## src/sv/urhp_pkg.sv

```systemverilog
// Package for the USB root hub port: opcodes, feature selectors, status and change bits.
package urhp_pkg;

  typedef enum logic [2:0] {
    OP_TICK          = 3'd0,
    OP_GET_STATUS    = 3'd1,
    OP_SET_FEATURE   = 3'd2,
    OP_CLEAR_FEATURE = 3'd3,
    OP_CHANGE_POLL   = 3'd4,
    OP_HUB_STATUS    = 3'd5,
    OP_OTHER         = 3'd6
  } op_e;

  localparam logic [15:0] FEAT_ENABLE       = 16'd1;
  localparam logic [15:0] FEAT_RESET        = 16'd4;
  localparam logic [15:0] FEAT_POWER        = 16'd8;
  localparam logic [15:0] FEAT_C_CONNECTION = 16'd16;
  localparam logic [15:0] FEAT_C_RESET      = 16'd20;

  // bit positions in wPortStatus / wPortChange
  localparam int unsigned ST_CONNECTION = 0;
  localparam int unsigned ST_ENABLE     = 1;
  localparam int unsigned ST_RESET      = 4;
  localparam int unsigned ST_POWER      = 8;
  localparam int unsigned CH_CONNECTION = 0;
  localparam int unsigned CH_RESET      = 4;

  localparam logic [15:0] RESET_TICKS_DEFAULT = 16'd50;
  localparam logic [15:0] VALID_PORT          = 16'd1;
  localparam logic [7:0]  PORT1_CHANGE_MAP    = 8'd2;

  localparam int unsigned IN_WIDTH  = 40;
  localparam int unsigned OUT_WIDTH = 48;

  typedef struct packed {
    logic [15:0] status;
    logic [15:0] change;
  } port_state_t;

  typedef struct packed {
    logic        request_error;
    logic [7:0]  change_bitmap;
    logic [15:0] port_change;
    logic [15:0] status_word;
  } result_t;

endpackage

```

## src/sv/usb_root_hub_port_top.sv

```systemverilog
// Top level of the USB 2.0 root hub port status block.
//
// One downstream port of a USB 2.0 root hub: keeps wPortStatus, wPortChange and the
// port-reset countdown, and answers one request or tick per input beat with exactly one
// result beat (status, change, hub change bitmap, stall flag). Every beat is decoded and
// applied to the port state in the cycle it is accepted, so the block takes one beat per
// clock while the skid register is empty; each result is registered. A two-entry output
// stage (output register plus skid register) lets input keep flowing for one beat while
// the master side stalls. reset_ticks (default 50) is written through cfg_we_i and
// cfg_wdata_i by the user only while the block is idle; the block does not enforce it.
module usb_root_hub_port_top (
  input  logic        clk_i,
  input  logic        rst_ni,
  input  logic        cfg_we_i,
  input  logic [15:0] cfg_wdata_i,
  input  logic        s_axis_tvalid_i,
  output logic        s_axis_tready_o,
  // [2:0] operation, [18:3] feature, [34:19] port_index, [35] device_present
  input  logic [urhp_pkg::IN_WIDTH-1:0] s_axis_tdata_i,
  output logic        m_axis_tvalid_o,
  input  logic        m_axis_tready_i,
  // [15:0] status_word, [31:16] port_change, [39:32] change_bitmap, [40] request_error
  output logic [urhp_pkg::OUT_WIDTH-1:0] m_axis_tdata_o
);
  import urhp_pkg::*;

  logic [15:0] reset_ticks_q;
  port_state_t state_q, state_d;
  logic [15:0] countdown_q, countdown_d;

  logic        out_valid_q, skid_valid_q;
  result_t     out_data_q, skid_data_q;
  result_t     res;
  logic        err;
  logic        in_fire, out_fire;

  logic [2:0]  op;
  logic [15:0] feat;
  logic [15:0] port;
  logic        present;

  assign op      = s_axis_tdata_i[2:0];
  assign feat    = s_axis_tdata_i[18:3];
  assign port    = s_axis_tdata_i[34:19];
  assign present = s_axis_tdata_i[35];

  assign s_axis_tready_o = !skid_valid_q;
  assign in_fire  = s_axis_tvalid_i && s_axis_tready_o;
  assign out_fire = out_valid_q && m_axis_tready_i;

  function automatic port_state_t link_update(port_state_t s, logic dev);
    port_state_t r;
    r = s;
    if (!s.status[ST_POWER]) begin
      r.status = '0;
      r.change = '0;
    end else if (!dev) begin
      r.status[ST_CONNECTION] = 1'b0;
      r.status[ST_ENABLE]     = 1'b0;
      if (s.status[ST_CONNECTION]) r.change[CH_CONNECTION] = 1'b1;
    end else begin
      r.status[ST_CONNECTION] = 1'b1;
      if (!s.status[ST_CONNECTION]) r.change[CH_CONNECTION] = 1'b1;
    end
    return r;
  endfunction

  always_comb begin
    state_d     = state_q;
    countdown_d = countdown_q;
    err         = 1'b0;
    unique case (op_e'(op))
      OP_TICK: begin
        if (countdown_q != 16'd0) countdown_d = countdown_q - 16'd1;
      end
      OP_GET_STATUS: begin
        err = (port != VALID_PORT);
        if (state_d.status[ST_RESET] && countdown_q == 16'd0) begin
          state_d.change[CH_RESET] = 1'b1;
          state_d.status[ST_RESET] = 1'b0;
        end
        state_d = link_update(state_d, present);
      end
      OP_SET_FEATURE: begin
        if (feat == FEAT_POWER) begin
          state_d.status[ST_POWER] = 1'b1;
          state_d = link_update(state_d, present);
        end else if (feat == FEAT_RESET) begin
          // reset request on an empty port is dropped silently
          if (state_q.status[ST_CONNECTION]) begin
            state_d.status[ST_RESET] = 1'b1;
            countdown_d = reset_ticks_q;
            state_d = link_update(state_d, present);
          end
        end else begin
          err = 1'b1;
        end
      end
      OP_CLEAR_FEATURE: begin
        unique case (feat)
          FEAT_ENABLE: state_d.status[ST_ENABLE] = 1'b0;
          FEAT_POWER: begin
            state_d.status[ST_POWER] = 1'b0;
            state_d = link_update(state_d, present);
          end
          FEAT_C_CONNECTION: begin
            state_d.change[CH_CONNECTION] = 1'b0;
            state_d = link_update(state_d, present);
          end
          FEAT_C_RESET: begin
            state_d.change[CH_RESET] = 1'b0;
            state_d = link_update(state_d, present);
          end
          default: err = 1'b1;
        endcase
      end
      OP_CHANGE_POLL, OP_HUB_STATUS: begin
      end
      default: err = 1'b1;
    endcase
  end

  always_comb begin
    res.status_word   = state_d.status;
    res.port_change   = state_d.change;
    res.change_bitmap = (|state_d.change[4:0]) ? PORT1_CHANGE_MAP : 8'd0;
    res.request_error = err;
  end

  always_ff @(posedge clk_i or negedge rst_ni) begin
    if (!rst_ni) begin
      reset_ticks_q <= RESET_TICKS_DEFAULT;
      state_q       <= '0;
      countdown_q   <= '0;
    end else begin
      if (cfg_we_i) reset_ticks_q <= cfg_wdata_i;
      if (in_fire) begin
        state_q     <= state_d;
        countdown_q <= countdown_d;
      end
    end
  end

  always_ff @(posedge clk_i or negedge rst_ni) begin
    if (!rst_ni) begin
      out_valid_q  <= 1'b0;
      skid_valid_q <= 1'b0;
    end else begin
      if (out_fire || !out_valid_q) begin
        if (skid_valid_q) begin
          out_valid_q  <= 1'b1;
          skid_valid_q <= 1'b0;
        end else begin
          out_valid_q <= in_fire;
        end
      end else if (in_fire) begin
        skid_valid_q <= 1'b1;
      end
    end
  end

  always_ff @(posedge clk_i) begin
    if (out_fire || !out_valid_q) begin
      if (skid_valid_q) out_data_q <= skid_data_q;
      else if (in_fire) out_data_q <= res;
    end else if (in_fire) begin
      skid_data_q <= res;
    end
  end

  assign m_axis_tvalid_o = out_valid_q;
  assign m_axis_tdata_o  = {7'd0, out_data_q};

`ifndef NO_ASSERTIONS
  a_skid_implies_out: assert property (@(posedge clk_i) disable iff (!rst_ni)
    skid_valid_q |-> out_valid_q)
    else $error("skid entry held without output entry");

  a_power_off_clear: assert property (@(posedge clk_i) disable iff (!rst_ni)
    (state_q.status != 16'd0) |-> state_q.status[ST_POWER])
    else $error("status bits set while port unpowered");

  a_bitmap_match: assert property (@(posedge clk_i) disable iff (!rst_ni)
    out_valid_q |-> (out_data_q.change_bitmap ==
                     ((|out_data_q.port_change[4:0]) ? PORT1_CHANGE_MAP : 8'd0)))
    else $error("change bitmap disagrees with port change word");

  a_state_hold: assert property (@(posedge clk_i) disable iff (!rst_ni)
    !in_fire |=> ($stable(state_q) && $stable(countdown_q)))
    else $error("port state moved without an input beat");
`endif

endmodule

```

## config.mk

```make
export PLATFORM = sky130hd
export DESIGN_NAME = usb_root_hub_port_top
export DESIGN_NICKNAME = d
export VERILOG_FILES = /design/src/sv/urhp_pkg.sv /design/src/sv/usb_root_hub_port_top.sv
export SDC_FILE = /design/constraint.sdc
export NUM_CORES = 1
export LEC_CHECK = 0
export ABC_AREA = 1
export BUFFER_PORTS_ARGS = -buffer_cell sky130_fd_sc_hd__buf_2
export CAP_MARGIN = 10
export CORE_MARGIN = 1.5
export CORE_UTILIZATION = 47
export DETAILED_ROUTE_END_ITERATION = 6
export PLACE_DENSITY = 0.69
export SLEW_MARGIN = 30
export SYNTH_ARGS = -nofsm -noshare
export SYNTH_HDL_FRONTEND = slang
export SYNTH_SLANG_ARGS = --single-unit
```

## constraint.sdc

```tcl
create_clock -name clk_i -period 3 [get_ports clk_i]
set_input_delay 0.6 -clock clk_i [delete_from_list [all_inputs] [get_ports clk_i]]
set_output_delay 0.6 -clock clk_i [all_outputs]
set_load 0.01 [all_outputs]
```

* Yosys cells after proc, flatten, opt, wreduce, memory -nomap -nowiden
Cells that the tools add are included.
** Operators by class
- $add $sub $neg :: 1
- Muxes and demuxes :: 43
- Reductions and logical operators :: 20
- Bitwise operators :: 1
- Eq/ne operators :: 15
** Operators by type and width (number)
- 2-to-1 mux 32 bit :: 3
- case mux 32 bit (3 select lines) :: 1
- 2-to-1 mux 41 bit :: 2
- 2-to-1 mux 16 bit :: 4
- case mux 17 bit (3 select lines) :: 1
- 2-to-1 mux 15 bit :: 3
- 2-to-1 mux 14 bit :: 3
- equality test 16 x 5 -> 1 bit, second input constant :: 2
- case mux 16 bit (2 select lines) :: 1
- case mux 14 bit (2 select lines) :: 1
- 2-to-1 mux 1 bit :: 20
- equality test 16 x 1 -> 1 bit, second input constant :: 1
- equality test 16 x 3 -> 1 bit, second input constant :: 1
- equality test 16 x 4 -> 1 bit, second input constant :: 1
- logical NOT 16 bit :: 1
- != test 16 x 1 -> 1 bit, second input constant :: 1
- nonzero test 16 bit :: 1
- subtractor 16 x 1 -> 16 bit, second input constant :: 1
- != test 2 bit, second input constant :: 4
- equality test 3 x 2 -> 1 bit, second input constant :: 2
- equality test 3 bit, second input constant :: 2
- AND reduction 6 bit :: 1
- nonzero test 2 bit :: 3
- OR reduction 5 bit :: 1
- 13 further kinds :: 19
** Storage, ports and cells
- Output and inout port bits :: 50
- Bits of input ports :: 61
- Flip-flop bits (word level) :: 148
- Logic and storage cells :: 94

* Longest topological paths before layout
- Depth in word-level cells :: 10
- Mapped depth :: 15
- Mapped depth without buffers :: 14

* Worst setup path before layout
OpenSTA, ideal clock, no wires.
- Kind :: input to register
- Start point :: in m_axis_tready_i
- End point :: reg skid_data_q[0] in the netlist's numbering, enable pin
- Setup slack :: 0.341 ns
- Stages on the path :: 3
- Path buffers :: 0
- Arrival :: 2.234 ns
- Cells stage by stage :: nor2_1 > inv_1 > nor2_1
** Between the ends
- Longest elaborated chain between the ends :: 4
** RTL lines
- from (decl) :: line usb_root_hub_port_top.sv:21 : input logic m_axis_tready_i,
- logical AND 1 bit :: line usb_root_hub_port_top.sv:49 : assign out_fire = out_valid_q && m_axis_tready_i;
- logical OR 1 bit :: line usb_root_hub_port_top.sv:163 : if (out_fire || !out_valid_q) begin
- inverter 1 bit (no line)
- AND reduction 2 bit (no line)
- to (signal assigned) :: line usb_root_hub_port_top.sv:167 : skid_data_q <= res;
- to (decl) :: line usb_root_hub_port_top.sv:32 : result_t out_data_q, skid_data_q;
No other way between the ends.
A chain may end at the register's enable or synchronous reset.

* Worst setup path in the final report
- Start point :: in s_axis_tdata_i[18] in the netlist's numbering
- End point :: reg state_q[6] in the netlist's numbering
** Between the ends
- Longest elaborated chain between the ends :: 4
- Elaborated cells on any way between the ends :: 8
- Classes of those cells :: eq/ne: 4; mux: 4
** RTL lines
- from (decl) :: line usb_root_hub_port_top.sv:19 : input logic [urhp_pkg::IN_WIDTH-1:0] s_axis_tdata_i,
- equality test 16 x 3 -> 1 bit :: line usb_root_hub_port_top.sv:88 : end else if (feat == FEAT_RESET) begin
- 2-to-1 mux 32 bit :: line usb_root_hub_port_top.sv:88
- 2-to-1 mux 32 bit :: line usb_root_hub_port_top.sv:85 : if (feat == FEAT_POWER) begin
- case mux 32 bit (3 select lines) * :: line usb_root_hub_port_top.sv:72 : unique case (op_e'(op))
- to (signal assigned) :: line usb_root_hub_port_top.sv:138 : state_q <= state_d;
- to (decl) :: line usb_root_hub_port_top.sv:28 : port_state_t state_q, state_d;
Mark *: on every way between the ends. The rest lies on a longest branch, timed or not.

==> impl_metrics.ini <==
[clock_tree]
cts_buffers = 17
hold_buffers = 0
clkSlewWorstSetupHoldPaths_ns = 0.06
postCtsSetupRepairBufs = 0
cts_sinks = 134
clockRootBuffer = clkbuf_16
cts_tree = yes
htreeDepth = 4
ctsResizeCount = 0
cts_max_path_buffers = 2
clk_latency_ns = 0.42

[sta]
rsz0062_at_grt = no
period_share_pct = 72.4
fin_ws_ns = 0.829
final_hold_viol_count = 0
slew_violations = 0
relSlewSlack_pct = 63.2
setup-tns-final_ns = 0
setup-violations-final = 0
tightest_slew_ns = 0.552
fmax_ghz = 0.461
finClkSkew_ns = 0.00948
fin_crit_ns = 2.17
holdWs_ns = 0.181

[floorplan]
die_x_um = 121
initial_utilization_pct = 48.8
core.rowCount = 42
fp.dieH_um = 121
die_area_um2 = 14600
fp.coreArea_um2 = 13400
ios = 111

[setup_path]
cp.arrival_ns = 2.48
worstSetupPathType = in -> reg
critPathMaxFanout = 26
reg2reg_from = countdown_q[0]
cp.required_ns = 3.31
startpoint_type = input port
cp-end-kind = flip-flop
critPathLaunch = s_axis_tdata_i[18]

[detailed_routing]
vias = 4684
ant_nets = 0
wl_per_cell_um = 12.8
post-route-drc-count = 2
drt_wl_total_um = 12400
firstDrtPassIters = 7
drt-vias-per-instance = 4.80
drt_iter0_markers = 232

[yosys]
seq_area_frac_synth_pct = 56.5
synth_edf_count = 68
synthFlopType = edfxtp_1
synth_top_area_share_pct = 31.2
synth.lib_cells_used.distinct = 50
syn_avg_cell_area_um2 = 9.55
synthCells = 685
ys_ff_latch = 134
yosys_warnings = 0
syn_area_um2 = 6550
yosys-top-cells-area = edfxtp_1 31%, dfrtp_1 24%, nand2_1 9.7%
ys_async_sr_fraction_pct = 49.3
yosys.area.top_type = edfxtp_1

[run_status]
violations = design-rule violations
status = finished with violations

[finish]
syn_to_final_growth_pct = 18.7
fill_cells = 1156
layout.nets = 848
drive_above_1_share_pct = 29.4
multiInputGateArea_um2 = 2280
antenna_cells = 0
seq_area_um2 = 3700
stdcell_area_um2 = 7770

[hold_path]
hold_path.class = in -> async

[global_routing]
grt.overflow.total = 0
antenna_found_initial = 0
grt_max_degree = 43
grt_pass1_vias = 4567
grt_use_total_pct = 18.6
grt_pass1_wl_um = 21100

[placed_design]
placed_area_um2 = 7140
place_congestion = 0.878
portBuffers = 92
dp_slack_ns = 0.388
dp_hpwl_um = 8770

[pwr]
peakVddDrop_mv = 0.458
power_density_nw_per_um2 = 653
leakagePower_uw = 0.00365

[job]
cap_violations = 0
[report_power, final]
group          switching (uW)  internal [uW]  leakage, uW
logic                     450            236      0.00187
registers                 112           2120      0.00149
clock network             747           1420     0.000294
total                    1310           3770      0.00365
[cell usage after synthesis, types with 2 or more instances]
cell,instances
o21ai_0,41
buf_1,2
nand2_4,2
o21ai_1,8
nor4_1,3
mux2_2,9
a21oi_1,14
xor2_1,3
dfrtp_1,63
and2_1,2
nor2_1,41
nand4_1,9
nand2_2,27
nor2_4,23
nand3_1,22
nor2_2,8
a31oi_1,2
nand4_2,2
buf_2,3
inv_2,21
edfxtp_1,68
buf_6,2
clkbuf_1,8
dfstp_2,3
o211ai_1,6
inv_1,81
nor3_1,5
buf_4,15
buf_12,2
nand2_1,170
[per-stage QoR]
step / power (uW) / util [%] / std cells
finish: 5080 / 58.0 / 975
global route: 5320 / 58.0 / 975
floorplan: 2740 / - / 698
global placement: 2910 / 53.3 / 943
detailed placement: 2940 / 53.3 / 943
CTS: 5120 / 58.0 / 975
[flip-flops by register name (all words and copies together), names as in the netlist]
| register | flops |
|---|---|
| reset_ticks_q | 16 |
| state_q | 32 |
| countdown_q | 16 |
| m_axis_tvalid_o | 1 |
| skid_valid_q | 1 |
| skid_data_q | 34 |
| m_axis_tdata_o | 34 |
[layout by cell type, fill, tap and decap left out, types with 17 or more instances in the layout]
cell type / count
buf_2: 91
clkbuf_16: 17
dfrtp_1: 63
edfxtp_1: 68
inv_1: 81
inv_2: 21
nand2_1: 170
nand2_2: 27
nand3_1: 22
nor2_1: 39
nor2_4: 23
o21ai_0: 41
[path summary, 6_finish.rpt]
| kind | end | slack (ns) | cells after the start |
|---|---|---|---|
| setup reg to reg | m_axis_tdata_o[20] | 0.92 | 10 |
| hold reg to reg | state_q[12] | 0.47 | 2 |
| setup / recovery | state_q[6] | 0.83 | 13 |
| max in group asynchronous | state_q[31] | 2.29 | 2 |
| hold / removal | reset_ticks_q[2] | 0.18 | 1 |
| min in group clk_i | reset_ticks_q[7] | 0.39 | 3 |
[layer usage]
layer	up-vias	routed length, um	global-route usage, %
met5	-	0	0
met4	0	155	6.84
met3	12	596	4.61
met2	118	6170	31.3
met1	2165	5530	23.2
li1	2389	-	-
[layout make-up]
cell class | instances | share of cell area (%)
clock buffer | 21 | 5.80
multi-input combinational | 428 | 29.3
tap | 176 | 2.83
sequential | 134 | 47.6
inverter | 104 | 5.09
timing repair buffer | 101 | 7.15
clock inverter | 11 | 2.24
[cells by family (layout without fill, tap and decap cells)]
group,Yosys count,in the layout,synth area share (%)
xor gates and xnor gates,3,3,0.402
adders and majority gates,1,1,0.191
buffers and inverters,136,237,9.52
and+or+nand+nor,322,322,25.1
other,1,14,0.0573
muxes,9,9,1.55
AOI/OAI and AO/OA,79,79,6.71
DFF,134,134,56.5
[worst max-delay path, cell delays in order]
cell and delay (ns):
buf_2 0.10, nor2_2 0.13, nand2_2 0.11, nor2_8 0.20, nand3b_4 0.14, nand2_1 0.11, nand2_1 0.07, nand2_2 0.09
nand3_4 0.12, inv_6 0.28, nand2_4 0.31, nand2_1 0.15, inv_1 0.05
Power figures use the tool's default switching activity.
